===== config.mk =====
export PLATFORM = sky130hd
export DESIGN_NAME = ordered_queue_push_remove
export DESIGN_NICKNAME = d
export VERILOG_FILES = /design/src/hw/rtl/oqpr_pkg.sv /design/src/hw/rtl/oqpr_ram.sv /design/src/hw/rtl/oqpr_addr.sv /design/src/hw/rtl/ordered_queue_push_remove.sv
export SDC_FILE = /design/constraint.sdc
export NUM_CORES = 1
export LEC_CHECK = 0
export BUFFER_PORTS_ARGS = -buffer_cell sky130_fd_sc_hd__buf_2
export CAP_MARGIN = 20
export CORE_MARGIN = 8
export CORE_UTILIZATION = 48
export DETAILED_ROUTE_END_ITERATION = 7
export PLACE_DENSITY_LB_ADDON = 0.2
export SLEW_MARGIN = 20
export SYNTH_ARGS = -nofsm -noshare
export SYNTH_HDL_FRONTEND = slang
export SYNTH_SLANG_ARGS = --single-unit

===== constraint.sdc =====
create_clock -name clk -period 6.36 [get_ports clk]
set_input_delay 0.318 -clock clk [delete_from_list [all_inputs] [get_ports clk]]
set_output_delay 0.318 -clock clk [all_outputs]
set_load 0.02 [all_outputs]

===== src/hw/rtl/oqpr_pkg.sv =====
// Package for the ordered queue: field widths, request and status codes,
// sequencer state type and the result record. No dependencies.
package oqpr_pkg;

    // Field widths
    localparam int REQ_W      = 3;
    localparam int ID_W       = 16;
    localparam int STATUS_W   = 2;
    localparam int COUNT_W    = 5;
    localparam int IN_DATA_W  = 16;
    localparam int OUT_DATA_W = 24;

    // Parameter defaults
    localparam int DEPTH_DEF   = 16;
    localparam int ID_BITS_DEF = 16;

    // Request codes
    localparam logic [REQ_W-1:0] REQ_PUSH_FRONT = 3'd0;
    localparam logic [REQ_W-1:0] REQ_PUSH_BACK  = 3'd1;
    localparam logic [REQ_W-1:0] REQ_REMOVE     = 3'd2;
    localparam logic [REQ_W-1:0] REQ_LIST       = 3'd3;
    localparam logic [REQ_W-1:0] REQ_CLEAR      = 3'd4;

    // Status codes
    localparam logic [STATUS_W-1:0] STAT_OK        = 2'd0;
    localparam logic [STATUS_W-1:0] STAT_NOT_FOUND = 2'd1;
    localparam logic [STATUS_W-1:0] STAT_FULL      = 2'd2;
    localparam logic [STATUS_W-1:0] STAT_EMPTY     = 2'd3;

    // Sequencer states
    typedef enum logic [6:0] {
        S_IDLE     = 7'b0000001,
        S_SRCH_RD  = 7'b0000010,
        S_SRCH_CMP = 7'b0000100,
        S_SH_RD    = 7'b0001000,
        S_SH_WR    = 7'b0010000,
        S_LIST_RD  = 7'b0100000,
        S_LIST_OUT = 7'b1000000
    } state_t;

    // One result record
    typedef struct packed {
        logic [STATUS_W-1:0] status;
        logic [ID_W-1:0]     entry_id;
        logic [COUNT_W-1:0]  entry_count;
        logic                last;
    } result_t;

endpackage


===== src/hw/rtl/oqpr_ram.sv =====
// Generic single-write, single-read RAM with registered read data.
// Standalone; used for the queue entry store.
module oqpr_ram #(
    parameter int WIDTH = 16,
    parameter int DEPTH = 16
) (
    input  logic                                  clk,
    input  logic                                  we,
    input  logic [((DEPTH > 1) ? $clog2(DEPTH) : 1)-1:0] waddr,
    input  logic [WIDTH-1:0]                      wdata,
    input  logic                                  re,
    input  logic [((DEPTH > 1) ? $clog2(DEPTH) : 1)-1:0] raddr,
    output logic [WIDTH-1:0]                      rdata
);

    logic [WIDTH-1:0] mem_reg [DEPTH];
    logic [WIDTH-1:0] rdata_reg;

    // Write port
    always_ff @(posedge clk)
    begin
        if (we)
        begin
            mem_reg[waddr] <= wdata;
        end
    end

    // Registered read port, holds until the next read
    always_ff @(posedge clk)
    begin
        if (re)
        begin
            rdata_reg <= mem_reg[raddr];
        end
    end

    assign rdata = rdata_reg;

endmodule


===== src/hw/rtl/oqpr_addr.sv =====
// Shared address unit: maps a queue position to a physical slot of the
// circular entry store, (base + offset) mod DEPTH. No dependencies.
module oqpr_addr #(
    parameter int DEPTH = 16
) (
    input  logic [((DEPTH > 1) ? $clog2(DEPTH) : 1)-1:0] base,
    input  logic [((DEPTH > 1) ? $clog2(DEPTH) : 1)-1:0] offset,
    output logic [((DEPTH > 1) ? $clog2(DEPTH) : 1)-1:0] addr
);

    localparam int AW = (DEPTH > 1) ? $clog2(DEPTH) : 1;
    localparam logic [AW:0] DEPTH_C = (AW + 1)'(DEPTH);

    logic [AW:0] sum;
    logic [AW:0] wrapped;

    // Add, then fold back once past the end of the store
    always_comb
    begin
        sum     = {1'b0, base} + {1'b0, offset};
        wrapped = sum - DEPTH_C;
        addr    = (sum >= DEPTH_C) ? wrapped[AW-1:0] : sum[AW-1:0];
    end

endmodule


===== src/hw/rtl/ordered_queue_push_remove.sv =====
// Top level of the ordered queue with push at either end and remove by id.
// Uses oqpr_pkg, oqpr_addr (slot address unit) and oqpr_ram (entry store).
//
// Channel  Dir  Payload                                   Handshake
// s_*      in   tuser: req_type; tdata: proc_id           s_tvalid/s_tready
// m_*      out  tuser: status; tdata: entry_id, count;    m_tvalid/m_tready
//               tlast: last
//
// Push, clear and unknown requests: one result, shown in the cycle after accept.
// Remove: states S_SRCH_RD, S_SRCH_CMP per entry compared, S_SH_RD, S_SH_WR per
// entry moved up; list: S_LIST_RD, S_LIST_OUT per entry, waiting in S_LIST_OUT
// while the output register is blocked. Each step is one pass through the shared
// slot address unit and the single store port.
// A request is taken only in idle with the output register free or draining.
// Reset (async, low) empties the queue; stored ids are not cleared.
module ordered_queue_push_remove #(
    parameter int DEPTH   = oqpr_pkg::DEPTH_DEF,
    parameter int ID_BITS = oqpr_pkg::ID_BITS_DEF
) (
    input  logic                             clk,
    input  logic                             rst_n,
    input  logic                             s_tvalid,
    output logic                             s_tready,
    input  logic [oqpr_pkg::IN_DATA_W-1:0]   s_tdata,   // [15:0] proc_id
    input  logic [oqpr_pkg::REQ_W-1:0]       s_tuser,   // [2:0] req_type
    output logic                             m_tvalid,
    input  logic                             m_tready,
    output logic [oqpr_pkg::OUT_DATA_W-1:0]  m_tdata,   // [15:0] entry_id,
                                                        // [20:16] entry_count
    output logic [oqpr_pkg::STATUS_W-1:0]    m_tuser,   // [1:0] status
    output logic                             m_tlast    // last
);

    localparam int AW    = (DEPTH > 1) ? $clog2(DEPTH) : 1;
    localparam int CW    = $clog2(DEPTH + 1);
    localparam int SW    = (ID_BITS < oqpr_pkg::ID_W) ? ID_BITS : oqpr_pkg::ID_W;
    localparam int IDW   = oqpr_pkg::ID_W;
    localparam int CNTW  = oqpr_pkg::COUNT_W;
    localparam int PADW  = oqpr_pkg::OUT_DATA_W - IDW - CNTW;
    localparam logic [AW-1:0] LAST_OFF = AW'(DEPTH - 1);
    localparam logic [CW-1:0] DEPTH_C  = CW'(DEPTH);
    localparam logic [CW-1:0] ONE_C    = CW'(1);

    oqpr_pkg::state_t  state_reg, state_next;
    logic [AW-1:0]     head_reg, head_next;
    logic [CW-1:0]     count_reg, count_next;
    logic [CW-1:0]     off_reg, off_next;
    logic [SW-1:0]     id_reg, id_next;
    logic              out_valid_reg, out_valid_next;
    oqpr_pkg::result_t out_reg, out_next;

    logic [CW-1:0]     off_plus;
    logic [CW-1:0]     count_m1;
    logic [AW-1:0]     slot_off;
    logic [AW-1:0]     slot_addr;
    logic              ram_we;
    logic              ram_re;
    logic [SW-1:0]     ram_wdata;
    logic [SW-1:0]     ram_rdata;
    logic              s_accept;
    logic              out_free;

    assign off_plus = off_reg + ONE_C;
    assign count_m1 = count_reg - ONE_C;
    assign out_free = !out_valid_reg || m_tready;
    assign s_tready = (state_reg == oqpr_pkg::S_IDLE) && out_free;
    assign s_accept = s_tvalid && s_tready;

    // Pick the queue position that the address unit maps this cycle
    always_comb
    begin
        unique case (state_reg)
            oqpr_pkg::S_IDLE:
            begin
                if (s_tuser == oqpr_pkg::REQ_PUSH_FRONT)
                begin
                    slot_off = LAST_OFF;
                end
                else
                begin
                    slot_off = count_reg[AW-1:0];
                end
            end
            oqpr_pkg::S_SH_RD: slot_off = off_plus[AW-1:0];
            default:           slot_off = off_reg[AW-1:0];
        endcase
    end

    oqpr_addr #(
        .DEPTH (DEPTH)
    ) u_addr (
        .base   (head_reg),
        .offset (slot_off),
        .addr   (slot_addr)
    );

    oqpr_ram #(
        .WIDTH (SW),
        .DEPTH (DEPTH)
    ) u_ram (
        .clk   (clk),
        .we    (ram_we),
        .waddr (slot_addr),
        .wdata (ram_wdata),
        .re    (ram_re),
        .raddr (slot_addr),
        .rdata (ram_rdata)
    );

    // Sequence each request through the store and load results
    always_comb
    begin
        state_next     = state_reg;
        head_next      = head_reg;
        count_next     = count_reg;
        off_next       = off_reg;
        id_next        = id_reg;
        out_valid_next = out_valid_reg && !m_tready;
        out_next       = out_reg;
        ram_we         = 1'b0;
        ram_re         = 1'b0;
        ram_wdata      = s_tdata[SW-1:0];

        unique case (state_reg)
            oqpr_pkg::S_IDLE:
            begin
                if (s_accept)
                begin
                    id_next        = s_tdata[SW-1:0];
                    out_valid_next = 1'b1;
                    out_next       = '{status: oqpr_pkg::STAT_OK, entry_id: '0,
                                       entry_count: CNTW'(count_reg), last: 1'b1};
                    case (s_tuser) inside
                        oqpr_pkg::REQ_PUSH_FRONT, oqpr_pkg::REQ_PUSH_BACK:
                        begin
                            if (count_reg == DEPTH_C)
                            begin
                                out_next.status = oqpr_pkg::STAT_FULL;
                            end
                            else
                            begin
                                ram_we     = 1'b1;
                                count_next = count_reg + ONE_C;
                                out_next.entry_count = CNTW'(count_reg + ONE_C);
                                if (s_tuser == oqpr_pkg::REQ_PUSH_FRONT)
                                begin
                                    head_next = slot_addr;
                                end
                            end
                        end
                        oqpr_pkg::REQ_REMOVE:
                        begin
                            if (count_reg == '0)
                            begin
                                out_next.status = oqpr_pkg::STAT_NOT_FOUND;
                            end
                            else
                            begin
                                out_valid_next = 1'b0;
                                off_next       = '0;
                                state_next     = oqpr_pkg::S_SRCH_RD;
                            end
                        end
                        oqpr_pkg::REQ_LIST:
                        begin
                            if (count_reg == '0)
                            begin
                                out_next.status = oqpr_pkg::STAT_EMPTY;
                            end
                            else
                            begin
                                out_valid_next = 1'b0;
                                off_next       = '0;
                                state_next     = oqpr_pkg::S_LIST_RD;
                            end
                        end
                        oqpr_pkg::REQ_CLEAR:
                        begin
                            count_next           = '0;
                            out_next.entry_count = '0;
                        end
                        default:
                        begin
                            // unknown request: answer ok, queue untouched
                        end
                    endcase
                end
            end

            oqpr_pkg::S_SRCH_RD:
            begin
                ram_re     = 1'b1;
                state_next = oqpr_pkg::S_SRCH_CMP;
            end

            oqpr_pkg::S_SRCH_CMP:
            begin
                if (ram_rdata == id_reg)
                begin
                    if (off_reg < count_m1)
                    begin
                        state_next = oqpr_pkg::S_SH_RD;
                    end
                    else
                    begin
                        count_next     = count_m1;
                        out_valid_next = 1'b1;
                        out_next       = '{status: oqpr_pkg::STAT_OK, entry_id: '0,
                                           entry_count: CNTW'(count_m1), last: 1'b1};
                        state_next     = oqpr_pkg::S_IDLE;
                    end
                end
                else if (off_plus == count_reg)
                begin
                    out_valid_next = 1'b1;
                    out_next       = '{status: oqpr_pkg::STAT_NOT_FOUND, entry_id: '0,
                                       entry_count: CNTW'(count_reg), last: 1'b1};
                    state_next     = oqpr_pkg::S_IDLE;
                end
                else
                begin
                    off_next   = off_plus;
                    state_next = oqpr_pkg::S_SRCH_RD;
                end
            end

            oqpr_pkg::S_SH_RD:
            begin
                ram_re     = 1'b1;
                state_next = oqpr_pkg::S_SH_WR;
            end

            oqpr_pkg::S_SH_WR:
            begin
                // move the next entry up one place
                ram_we    = 1'b1;
                ram_wdata = ram_rdata;
                off_next  = off_plus;
                if (off_plus < count_m1)
                begin
                    state_next = oqpr_pkg::S_SH_RD;
                end
                else
                begin
                    count_next     = count_m1;
                    out_valid_next = 1'b1;
                    out_next       = '{status: oqpr_pkg::STAT_OK, entry_id: '0,
                                       entry_count: CNTW'(count_m1), last: 1'b1};
                    state_next     = oqpr_pkg::S_IDLE;
                end
            end

            oqpr_pkg::S_LIST_RD:
            begin
                ram_re     = 1'b1;
                state_next = oqpr_pkg::S_LIST_OUT;
            end

            oqpr_pkg::S_LIST_OUT:
            begin
                // hold the read entry until the output register frees up
                if (out_free)
                begin
                    out_valid_next = 1'b1;
                    out_next       = '{status: oqpr_pkg::STAT_OK,
                                       entry_id: IDW'(ram_rdata),
                                       entry_count: CNTW'(count_reg),
                                       last: (off_plus == count_reg)};
                    if (off_plus == count_reg)
                    begin
                        state_next = oqpr_pkg::S_IDLE;
                    end
                    else
                    begin
                        off_next   = off_plus;
                        state_next = oqpr_pkg::S_LIST_RD;
                    end
                end
            end

            default:
            begin
                state_next = oqpr_pkg::S_IDLE;
            end
        endcase
    end

    // Control registers
    always_ff @(posedge clk or negedge rst_n)
    begin
        if (!rst_n)
        begin
            state_reg     <= oqpr_pkg::S_IDLE;
            head_reg      <= '0;
            count_reg     <= '0;
            off_reg       <= '0;
            out_valid_reg <= 1'b0;
        end
        else
        begin
            state_reg     <= state_next;
            head_reg      <= head_next;
            count_reg     <= count_next;
            off_reg       <= off_next;
            out_valid_reg <= out_valid_next;
        end
    end

    // Payload registers
    always_ff @(posedge clk)
    begin
        id_reg  <= id_next;
        out_reg <= out_next;
    end

    assign m_tvalid = out_valid_reg;
    assign m_tdata  = {PADW'(0), out_reg.entry_count, out_reg.entry_id};
    assign m_tuser  = out_reg.status;
    assign m_tlast  = out_reg.last;

endmodule


==> results.sh, run 1 <==
export IMPL_areaGrowthSynthToFinish_pct=14.5
export IMPL_synth_seq_area_share=0.699
export IMPL_clock_latency_ns=0.53
export IMPL_start_util=0.483
export IMPL_skew_ns=0.0234
export IMPL_crit_path_start="state_reg[2]"
export IMPL_path_buf_inv=1
export IMPL_finalSetupViolCount=0
export IMPL_critPathSlowestCell="and3_1"
export IMPL_synthFlopType="edfxtp_1"
export IMPL_place_area_um2=15000
export IMPL_crit_path_max_incr_delay_ns=0.86
export IMPL_worstHoldStart="s_tuser[2]"
export IMPL_worstPathMaxFanout=17
export IMPL_drtIter0Drc=729
export IMPL_crit_arrival_ns=4.81
export IMPL_routed_via_density=5.92
export IMPL_postRouteAntennaNets=0
export IMPL_crit_reg2reg_launch="state_reg[2]"
export IMPL_h_tree_depth=2
export IMPL_grt_ovfl_total=0
export IMPL_grt_usage=0.181
export IMPL_ctsRootBufferMaster="clkbuf_16"
export IMPL_dp_cells=1228
export IMPL_cpLargestDelayFamily="simple AND/OR/NAND/NOR gates"
export IMPL_path_cells="nor3_2 > and4b_1 > nor2_1 > a221o_1 > ha_1 > a21o_1 > a21oi_1 > xnor2_1 > xnor2_4 > buf_4 > and3_1"
export IMPL_core_area_um2=29400
export IMPL_required_ns=6.49
export IMPL_yosys_cell_types_count=71
export IMPL_clk_pin_slew_ns=0.05
export IMPL_die_height_um=188
export IMPL_io_buffers=48
export IMPL_wl_per_cell_um=24.5
export IMPL_dieArea_um2=35300
export IMPL_routabilityCongestion=0.845
export IMPL_n_antenna_cell=0
export IMPL_antenna_found_initial=0
export IMPL_drive_gt1_frac=0.250
export IMPL_cts_buffer_depth=3
export IMPL_ys_ff_latch=334
export IMPL_grt_pass1_vias=7896
export IMPL_synthArstFlopShare=0.0659
export IMPL_hold_violations=0
export IMPL_detail_route_first_pass_iterations=6
export IMPL_timing_final_crit_share=0.736
export IMPL_timing_setup_tns_ns=0
export IMPL_slew_violations=0
export IMPL_largest_reg_flops=256
export IMPL_synth_edf_count=312
export IMPL_ir_worst_vdd_uv=293
export IMPL_crit_path_start_kind="flop"
export IMPL_wirelength_um=31900
export IMPL_power_leakage_uw=0.00553
export IMPL_final_cell_count_no_fill=1302
export IMPL_finalNetCount=929
export IMPL_holdCritPathClass="input pin to flop"
export IMPL_worst_slew_pin_slew_ns=1.01
export IMPL_yosysWarnings=0
export IMPL_fp_dieW_um=188
export IMPL_rsz0062_at_grt="false"
export IMPL_cts_buffers=35
export IMPL_critical_path_class="flop to flop"
export IMPL_syn_avg_cell_area_um2=17.6
export IMPL_post_route_drc_count=0
export IMPL_fmax_mhz=214
export IMPL_synthesis_area_um2=14200
export IMPL_postLayoutCoreUtil=0.552
export IMPL_hold_depth=2
export IMPL_tritoncts="done"
export IMPL_rows=63
export IMPL_outcome="finished clean"
export IMPL_power_density_nw_per_um2=479
export IMPL_reg2regPathDepth=11
export IMPL_relSlewSlack=0.326
export IMPL_max_cap_violations=0
export IMPL_grt_pass1_wl_um=48700
export IMPL_cp_num_cells=11
export IMPL_cts_sinks=334
export IMPL_vias=7702
export IMPL_io_pins=52
export IMPL_fin_area_um2=16200
export IMPL_worst_setup_path_end_kind="flop"
export IMPL_grt_max_degree=49
export IMPL_fin_crit_ns=4.68
export IMPL_synthCells=807
export IMPL_dpl_hpwl_um=20800
==> Yosys cell counts (all sizes together), types with 7 or more instances <==
cell	number	area, um2
edfxtp	312	9370
mux4	80	1820
nand2	75	282
nor2	32	128
nor3	23	135
o21ai	23	115
xor2	23	201
and2	22	138
clkbuf	22	82.6
dfrtp	21	526
buf	16	104
inv	16	60.1
a21oi	13	65.1
ha	13	163
xnor2	10	103
nand3	8	40.0
a31oi	7	43.8
and3	7	43.8
nor4	7	58.8
==> kinds of logic (layout without fill, tap and decap cells) <==
group                      count (synthesis)  in the layout  synth area share
AOI/OAI and AO/OA                         76             76            0.0370
xor gates and xnor gates                  35             35            0.0247
adders and majority gates                 14             14            0.0129
buffers and inverters                     54            157            0.0174
DFF                                      334            334             0.699
muxes                                     91             91             0.136
other                                      1              3          0.000264
and+or+nand+nor                          202            202            0.0724
==> power breakdown <==
group          switching (uW)  internal, uW  total (uW)
clock                     818          1100        1910
combinational            1570          1550        3130
sequential               84.9          2660        2740
==> path summary, 6_finish.rpt <==
check | endpoint | slack [ns]
worst max register to register | u_ram.mem_reg[6][14] | 1.68
worst min-delay path | m_tuser[1] | 0.18
worst max-delay path | u_ram.mem_reg[6][14] | 1.68
min in group asynchronous | count_reg[4] | 0.35
worst min register to register | head_reg[2] | 0.53
max in group asynchronous | state_reg[4] | 5.61
==> final cells by class <==
cell class	count	area, um2
fillers	2194	13200
flip-flops and latches	334	9920
clock inverters	21	200
repair buffers	84	553
clock buffers	36	880
multi-input cells	421	4140
inverters	16	60.1
well taps	390	488
==> per-stage QoR <==
step                      power (uW)  hold WS [ns]  setup WS [ns]
final                           7780         0.179           1.68
after global routing            8150         0.193           1.41
after CTS                       7880         0.159           1.60
after detailed placement        5960         0.344           1.63
after floorplan                 5170        0.0224           1.57
after global placement          5850         0.335           1.72
==> timing repair <==
item | in CTS | in global routing
endpoints found under the hold margin | 37 | 0
setup endpoints to repair | 0 | 0
setup buffers | 0 | 0
hold buffers | 17 | 0
resized for setup | 0 | 0
==> cells in the final DEF, fill, tap and decap left out, types with 7 or more instances in the layout <==
cell type and count:
xor2_1 23, nand2_1 75, dfrtp_1 21, clkinv_1 8, and2_1 20, inv_1 16, mux4_2 76, clkbuf_16 35
buf_4 19, o21ai_0 18, nor2_1 31, a21oi_1 13, nand3_1 8, ha_1 12, edfxtp_1 312, buf_2 48
a31oi_1 7, dlygate4sd3_1 17, nor3_2 16, nor3_1 7, and3_1 7, xnor2_1 7
==> per-layer routing <==
layer  vias to the layer above  GRT usage  part of all wire
li1                       3354          -                 -
met1                      3963      0.249              0.42
met2                       333      0.290              0.48
met3                        52     0.0418             0.082
met4                         0     0.0452             0.020
met5                         -          0                 0
Note: power is estimated with default switching activity, not from simulation.
==> run 2: changes to the inputs <==
clock period = 4.2 ns   (was 6.36 ns; I/O delays follow)
==> run 2 against run 1 <==
Effect of this change:
- flip-flop and latch count unchanged
- non-clock buffer count rose by 38
- cell count is 3.1% higher
- register-to-register slack got worse by 1.3 ns
- first-iteration DRC count fell by 2.1%
- power increased by 57%
- cell area rose by 2.4%
- global-route usage increased by 0.90 points
- fmax rose by 22%
- critical path depth is 1 higher
- critical path type unchanged
- largest cell class unchanged
==> results.sh, run 2 (same netlist as run 1, synthesis figures left out) <==
export IMPL_rsz0062_at_grt="false"
export IMPL_fill_cells=2219
export IMPL_worstHoldStart="s_tuser[2]"
export IMPL_intPower_uw=8340
export IMPL_hold_violations=0
export IMPL_fin_crit_ns=3.83
export IMPL_p_comb_frac=0.419
export IMPL_tritoncts="done"
export IMPL_drtIter0Drc=714
export IMPL_crit_path_start="state_reg[6]"
export IMPL_power_density_nw_per_um2=733
export IMPL_cts_sinks=334
export IMPL_max_cap_violations=0
export IMPL_wl_per_cell_um=24.6
export IMPL_cts_setup_buffers=0
export IMPL_h_tree_depth=2
export IMPL_place_ws_ns=0.295
export IMPL_worst_setup_path_end_kind="flop"
export IMPL_holdCritPathClass="input pin to flop"
export IMPL_antenna_found_initial=0
export IMPL_setup_ws_ns=0.371
export IMPL_postRouteAntennaNets=0
export IMPL_pwr_share_seq=0.339
export IMPL_routed_via_density=5.85
export IMPL_ir_worst_vdd_uv=573
export IMPL_areaGrowthSynthToFinish_pct=17.2
export IMPL_clock_power_share=0.241
export IMPL_reg2regPathDepth=12
export IMPL_relSlewSlack=0.362
export IMPL_start_util=0.483
export IMPL_path_common_cell="nor2_1"
export IMPL_skew_ns=0.0134
export IMPL_post_route_drc_count=0
export IMPL_finalNetCount=966
export IMPL_ctsRootBufferMaster="clkbuf_16"
export IMPL_clock_latency_ns=0.51
export IMPL_grt_pass1_vias=8237
export IMPL_outcome="finished clean"
export IMPL_grt_pass1_wl_um=51200
export IMPL_grt_max_degree=51
export IMPL_dieArea_um2=35300
export IMPL_crit_arrival_ns=4.08
export IMPL_wirelength_um=33100
export IMPL_final_common_cell="edfxtp_1"
export IMPL_timing_hold_ws_ns=0.101
export IMPL_fmax_mhz=261
export IMPL_fp_dieW_um=188
export IMPL_detail_route_first_pass_iterations=5
export IMPL_cts_buffer_depth=3
export IMPL_critPathSlowestCell="mux4_2"
export IMPL_drive_gt1_frac=0.279
export IMPL_power_leakage_uw=0.00576
export IMPL_fin_area_um2=16600
export IMPL_vias=7861
export IMPL_rows=63
export IMPL_n_antenna_cell=0
export IMPL_critical_path_class="flop to flop"
export IMPL_worst_slew_pin_slew_ns=0.950
export IMPL_crit_path_start_kind="flop"
export IMPL_hold_depth=2
export IMPL_required_ns=4.45
export IMPL_p_switching_uw=3850
export IMPL_io_pins=52
export IMPL_place_area_um2=15400
export IMPL_crit_path_max_incr_delay_ns=0.52
export IMPL_core_area_um2=29400
export IMPL_largest_reg_flops=256
export IMPL_grt_ovfl_total=0
export IMPL_timing_setup_tns_ns=0
export IMPL_slew_violations=0
export IMPL_io_buffers=48
export IMPL_cts_buffers=34
export IMPL_die_height_um=188
export IMPL_dpl_hpwl_um=22200
export IMPL_timing_final_crit_share=0.912
export IMPL_grt_usage=0.190
export IMPL_finalSetupViolCount=0
export IMPL_path_cells="nor2_1 > nand4b_1 > inv_1 > nor2_1 > a221o_1 > ha_1 > a21o_1 > a21oi_1 > xnor2_1 > xnor2_4 > buf_4 > mux4_2"
export IMPL_worstPathMaxFanout=11
export IMPL_swShare=0.316
export IMPL_clk_pin_slew_ns=0.07
export IMPL_layout_common_cells="312 x edfxtp_1, 76 x mux4_2, 75 x nand2_1, 50 x buf_4, 48 x buf_2"
export IMPL_crit_reg2reg_launch="state_reg[6]"
export IMPL_routabilityCongestion=0.901
-- run 2: cell types whose count changed in the layout (fill, tap and decap cells not counted), sizes merged --
cell,before,now
bufinv,2,3
clkbuf,36,39
clkinv,15,14
buf,67,105
-- run 2: what timing repair did --
| action | CTS | global route |
|---|---|---|
| hold buffers | 17 | 0 |
| setup endpoints to repair | 0 | 20 |
| resized for setup | 0 | 2 |
| hold endpoints to repair | 37 | 0 |
-- run 2: layout make-up --
class | instances | area (um2) | area share
multi-input cells | 421 | 4150 | 0.250
clock buffers | 39 | 891 | 0.0536
flip-flops and latches | 334 | 9920 | 0.596
well taps | 390 | 488 | 0.0293
clock inverters | 21 | 194 | 0.0117
inverters | 16 | 60.1 | 0.00361
repair buffers | 122 | 926 | 0.0557
-- run 2: power by group through the flow --
stage | clock, uW | combinational [uW] | sequential (uW)
finish | 2940 | 5110 | 4140
global route | 3130 | 5490 | 4150
CTS | 3000 | 5150 | 4140
detailed placement | 0 | 5130 | 4210
global placement | 0 | 5030 | 4200
floorplan | 0 | 3630 | 4210
-- run 2: per-stage QoR --
step | util | cells | power, uW
finish | 0.566 | 1343 | 12200
global route | 0.566 | 1343 | 12800
floorplan | - | 809 | 7840
detailed placement | 0.523 | 1266 | 9340
CTS | 0.565 | 1343 | 12300
global placement | 0.523 | 1266 | 9230
-- run 2: worst paths after layout --
check                                  endpoint  slack (ns)
worst min register to register      head_reg[2]        0.54
worst min-delay path                 m_tuser[1]        0.10
worst max-delay path            u_ram.rdata[14]        0.37
worst max register to register  u_ram.rdata[14]        0.37
max in group asynchronous           head_reg[0]        3.57
min in group asynchronous          count_reg[3]        0.24
-- run 2: critical path, delay by kind of cell (launching register included) --
kind	cells	cell delay [ns]
xor+xnor	2	0.71
simple gates	3	0.49
flops	1	0.45
compound gates	3	0.70
buf+inv	2	0.42
mux	1	0.52
fa+ha+maj	1	0.27
-- run 2: layer usage --
metal	up-vias	share of wire	GRT usage
met4	0	0.019	0.0485
li1	3447	-	-
met5	-	0	0
met3	45	0.068	0.0360
met2	273	0.48	0.310
met1	4096	0.44	0.261
==> run 3: changes to the inputs <==
SYNTH_HIERARCHICAL = 1   (was unset)
==> run 3 against run 2 <==
Effect of this change:
- utilization is 0.060 points lower
- worst hold slack worse by 0.026 ns
- area after synthesis is 1.1% lower
- via count is 2.0% lower
- critical endpoint is now u_ram/rdata[6]
- largest power group unchanged
==> results.sh, run 3 <==
export IMPL_dpl_hpwl_um=20100
export IMPL_holdCritPathClass="input pin to flop"
export IMPL_yosys_cell_types_count=69
export IMPL_antenna_found_initial=0
export IMPL_grt_ovfl_total=0
export IMPL_cpLargestDelayFamily="simple AND/OR/NAND/NOR gates"
export IMPL_crit_path_max_incr_delay_ns=0.61
export IMPL_timing_setup_tns_ns=0
export IMPL_routabilityCongestion=0.877
export IMPL_finalSetupViolCount=0
export IMPL_cts_setup_buffers=0
export IMPL_synthArstFlopShare=0.0659
export IMPL_grt_max_degree=28
export IMPL_fmax_mhz=248
export IMPL_path_buf_inv=1
export IMPL_layout_common_cells="312 x edfxtp_1, 54 x mux4_2, 48 x buf_2, 47 x nand2_1, 36 x clkbuf_16"
export IMPL_slew_violations=0
export IMPL_clk_pin_slew_ns=0.06
export IMPL_path_cells="or4_1 > or3_1 > nand2_1 > nand2_1 > o21ai_0 > nand2_1 > ha_4 > fa_2 > buf_4 > mux4_2 > a22oi_1 > nand2_1"
export IMPL_ys_ff_latch=334
export IMPL_power_leakage_uw=0.00559
export IMPL_final_common_cell="edfxtp_1"
export IMPL_power_density_nw_per_um2=761
export IMPL_synth_seq_area_share=0.707
export IMPL_core_area_um2=28800
export IMPL_h_tree_depth=2
export IMPL_io_buffers=48
export IMPL_cts_buffer_depth=3
export IMPL_worst_slew_pin_slew_ns=0.844
export IMPL_ctsRootBufferMaster="clkbuf_16"
export IMPL_worstPathMaxFanout=19
export IMPL_ir_worst_vdd_uv=530
export IMPL_crit_reg2reg_launch="state_reg[4]"
export IMPL_synth_edf_count=312
export IMPL_wl_per_cell_um=23.6
export IMPL_vias=7706
export IMPL_synthCells=799
export IMPL_crit_path_start_kind="flop"
export IMPL_areaGrowthSynthToFinish_pct=15.9
export IMPL_grt_pass1_wl_um=48400
export IMPL_io_pins=52
export IMPL_path_common_cell="nand2_1"
export IMPL_start_util=0.488
export IMPL_synthesis_area_um2=14000
export IMPL_yosysWarnings=6
export IMPL_hold_depth=3
export IMPL_hold_violations=0
export IMPL_fill_cells=2178
export IMPL_r2r_end="u_ram/rdata[6]"
export IMPL_n_antenna_cell=0
export IMPL_syn_avg_cell_area_um2=17.6
export IMPL_critPathSlowestCell="fa_2"
export IMPL_routed_via_density=5.89
export IMPL_hold_end="state_reg[0]"
export IMPL_clock_latency_ns=0.51
export IMPL_postRouteAntennaNets=0
export IMPL_drive_gt1_frac=0.254
export IMPL_rsz0062_at_grt="false"
export IMPL_fin_crit_ns=4.03
export IMPL_detail_route_first_pass_iterations=5
export IMPL_max_cap_violations=0
export IMPL_synth_top_area_cell="edfxtp_1"
export IMPL_yosysMostFrequentCell="edfxtp_1"
export IMPL_post_route_drc_count=0
export IMPL_crit_arrival_ns=4.28
export IMPL_cts_sinks=334
export IMPL_synthFlopType="edfxtp_1"
export IMPL_tritoncts="done"
export IMPL_die_height_um=187
export IMPL_wirelength_um=30900
export IMPL_final_cell_count_no_fill=1309
export IMPL_synth_common_cells="312 x edfxtp_1, 54 x mux4_2, 47 x nand2_1"
export IMPL_synth_top_area_share=0.668
export IMPL_required_ns=4.45
export IMPL_fp_dieW_um=187
export IMPL_outcome="finished clean"
export IMPL_drtIter0Drc=732
export IMPL_r2r_slack_ns=0.17
export IMPL_timing_final_crit_share=0.959
export IMPL_reg2regPathDepth=12
export IMPL_worst_setup_path_end_kind="flop"
export IMPL_finalNetCount=937
export IMPL_largest_reg_flops=256
export IMPL_cts_buffers=36
export IMPL_rows=62
export IMPL_grt_pass1_vias=8070
export IMPL_grt_usage=0.177
export IMPL_worstHoldStart="m_tready"
export IMPL_skew_ns=0.0127
export IMPL_dieArea_um2=35000
export IMPL_critical_path_class="flop to flop"
export IMPL_dp_cells=1230
export IMPL_relSlewSlack=0.437
export IMPL_yosys_top_cells_area="edfxtp_1 67%, mux4_2 8.7%, dfrtp_1 3.7%"
==> run 3: final cells by class <==
| type | instances | area (um2) | share of cell area |
|---|---|---|---|
| clock inverters | 22 | 241 | 0.0148 |
| well taps | 384 | 480 | 0.0295 |
| multi-input cells | 416 | 3940 | 0.242 |
| inverters | 12 | 45.0 | 0.00277 |
| repair buffers | 101 | 718 | 0.0442 |
| flip-flops and latches | 334 | 9920 | 0.610 |
| clock buffers | 40 | 916 | 0.0563 |
==> run 3: per-stage QoR <==
stage | setup WS, ns | hold slack [ns] | power (uW) | instance area, um2 | util
after floorplan | -0.100 | -0.0856 | 7740 | 14100 | -
after global placement | 0.197 | 0.226 | 9170 | 14900 | 0.518
after detailed placement | 0.140 | 0.247 | 9250 | 14900 | 0.518
after CTS | 0.103 | 0.0600 | 12400 | 16200 | 0.564
after global routing | 0.00423 | 0.106 | 12900 | 16300 | 0.565
final | 0.172 | 0.0747 | 12400 | 16300 | 0.565
==> run 3: kinds of logic (layout without fill, tap and decap cells) <==
| group | count (synthesis) | after routing | synth area share |
|---|---|---|---|
| flip-flops | 334 | 334 | 0.707 |
| AND/OR/NAND/NOR | 166 | 166 | 0.0634 |
| AO/OA/AOI/OAI | 115 | 115 | 0.0558 |
| multiplexers | 85 | 85 | 0.122 |
| buffers and inverters | 51 | 175 | 0.0179 |
| XOR/XNOR | 34 | 34 | 0.0212 |
| adder cells (fa/ha/maj) | 13 | 13 | 0.0121 |
| other | 1 | 3 | 0.000267 |
==> run 3: layer usage <==
metal	track usage	up-vias	wire length, um
li1	-	3391	-
met1	0.242	3991	13700
met2	0.287	280	14600
met3	0.0390	44	2080
met4	0.0425	0	524
met5	0	-	0
==> run 3: power breakdown <==
group	total [uW]	switching (uW)	internal, uW
Sequential	4210	155	4060
Combinational	5080	2880	2210
Clock	3080	1250	1830
Total	12400	4280	8090
==> run 3: what timing repair did <==
| action | CTS | global route |
|---|---|---|
| setup endpoints to repair | 0 | 20 |
| hold endpoints to repair | 37 | 0 |
| hold buffers | 17 | 0 |
| resized for setup | 0 | 4 |
==> run 3: how the worst max path moves through the flow <==
| stage | start | end | slack [ns] | cells past startpoint |
|---|---|---|---|---|
| floorplan | state_reg[4] | u_ram/mem_reg[1][0] | -0.1 | 13 |
| global placement | state_reg[4] | u_ram/rdata[13] | 0.20 | 12 |
| detailed placement | state_reg[4] | u_ram/rdata[13] | 0.14 | 12 |
| CTS | state_reg[4] | u_ram/rdata[13] | 0.10 | 12 |
| global route | state_reg[4] | u_ram/rdata[5] | 0.004 | 12 |
| finish | state_reg[4] | u_ram/rdata[6] | 0.17 | 12 |
==> run 3: tightest hold or removal path, stage by stage <==
cell and delay [ns]:
buf_2 0.09, nor2b_1 0.07, a32oi_1 0.17
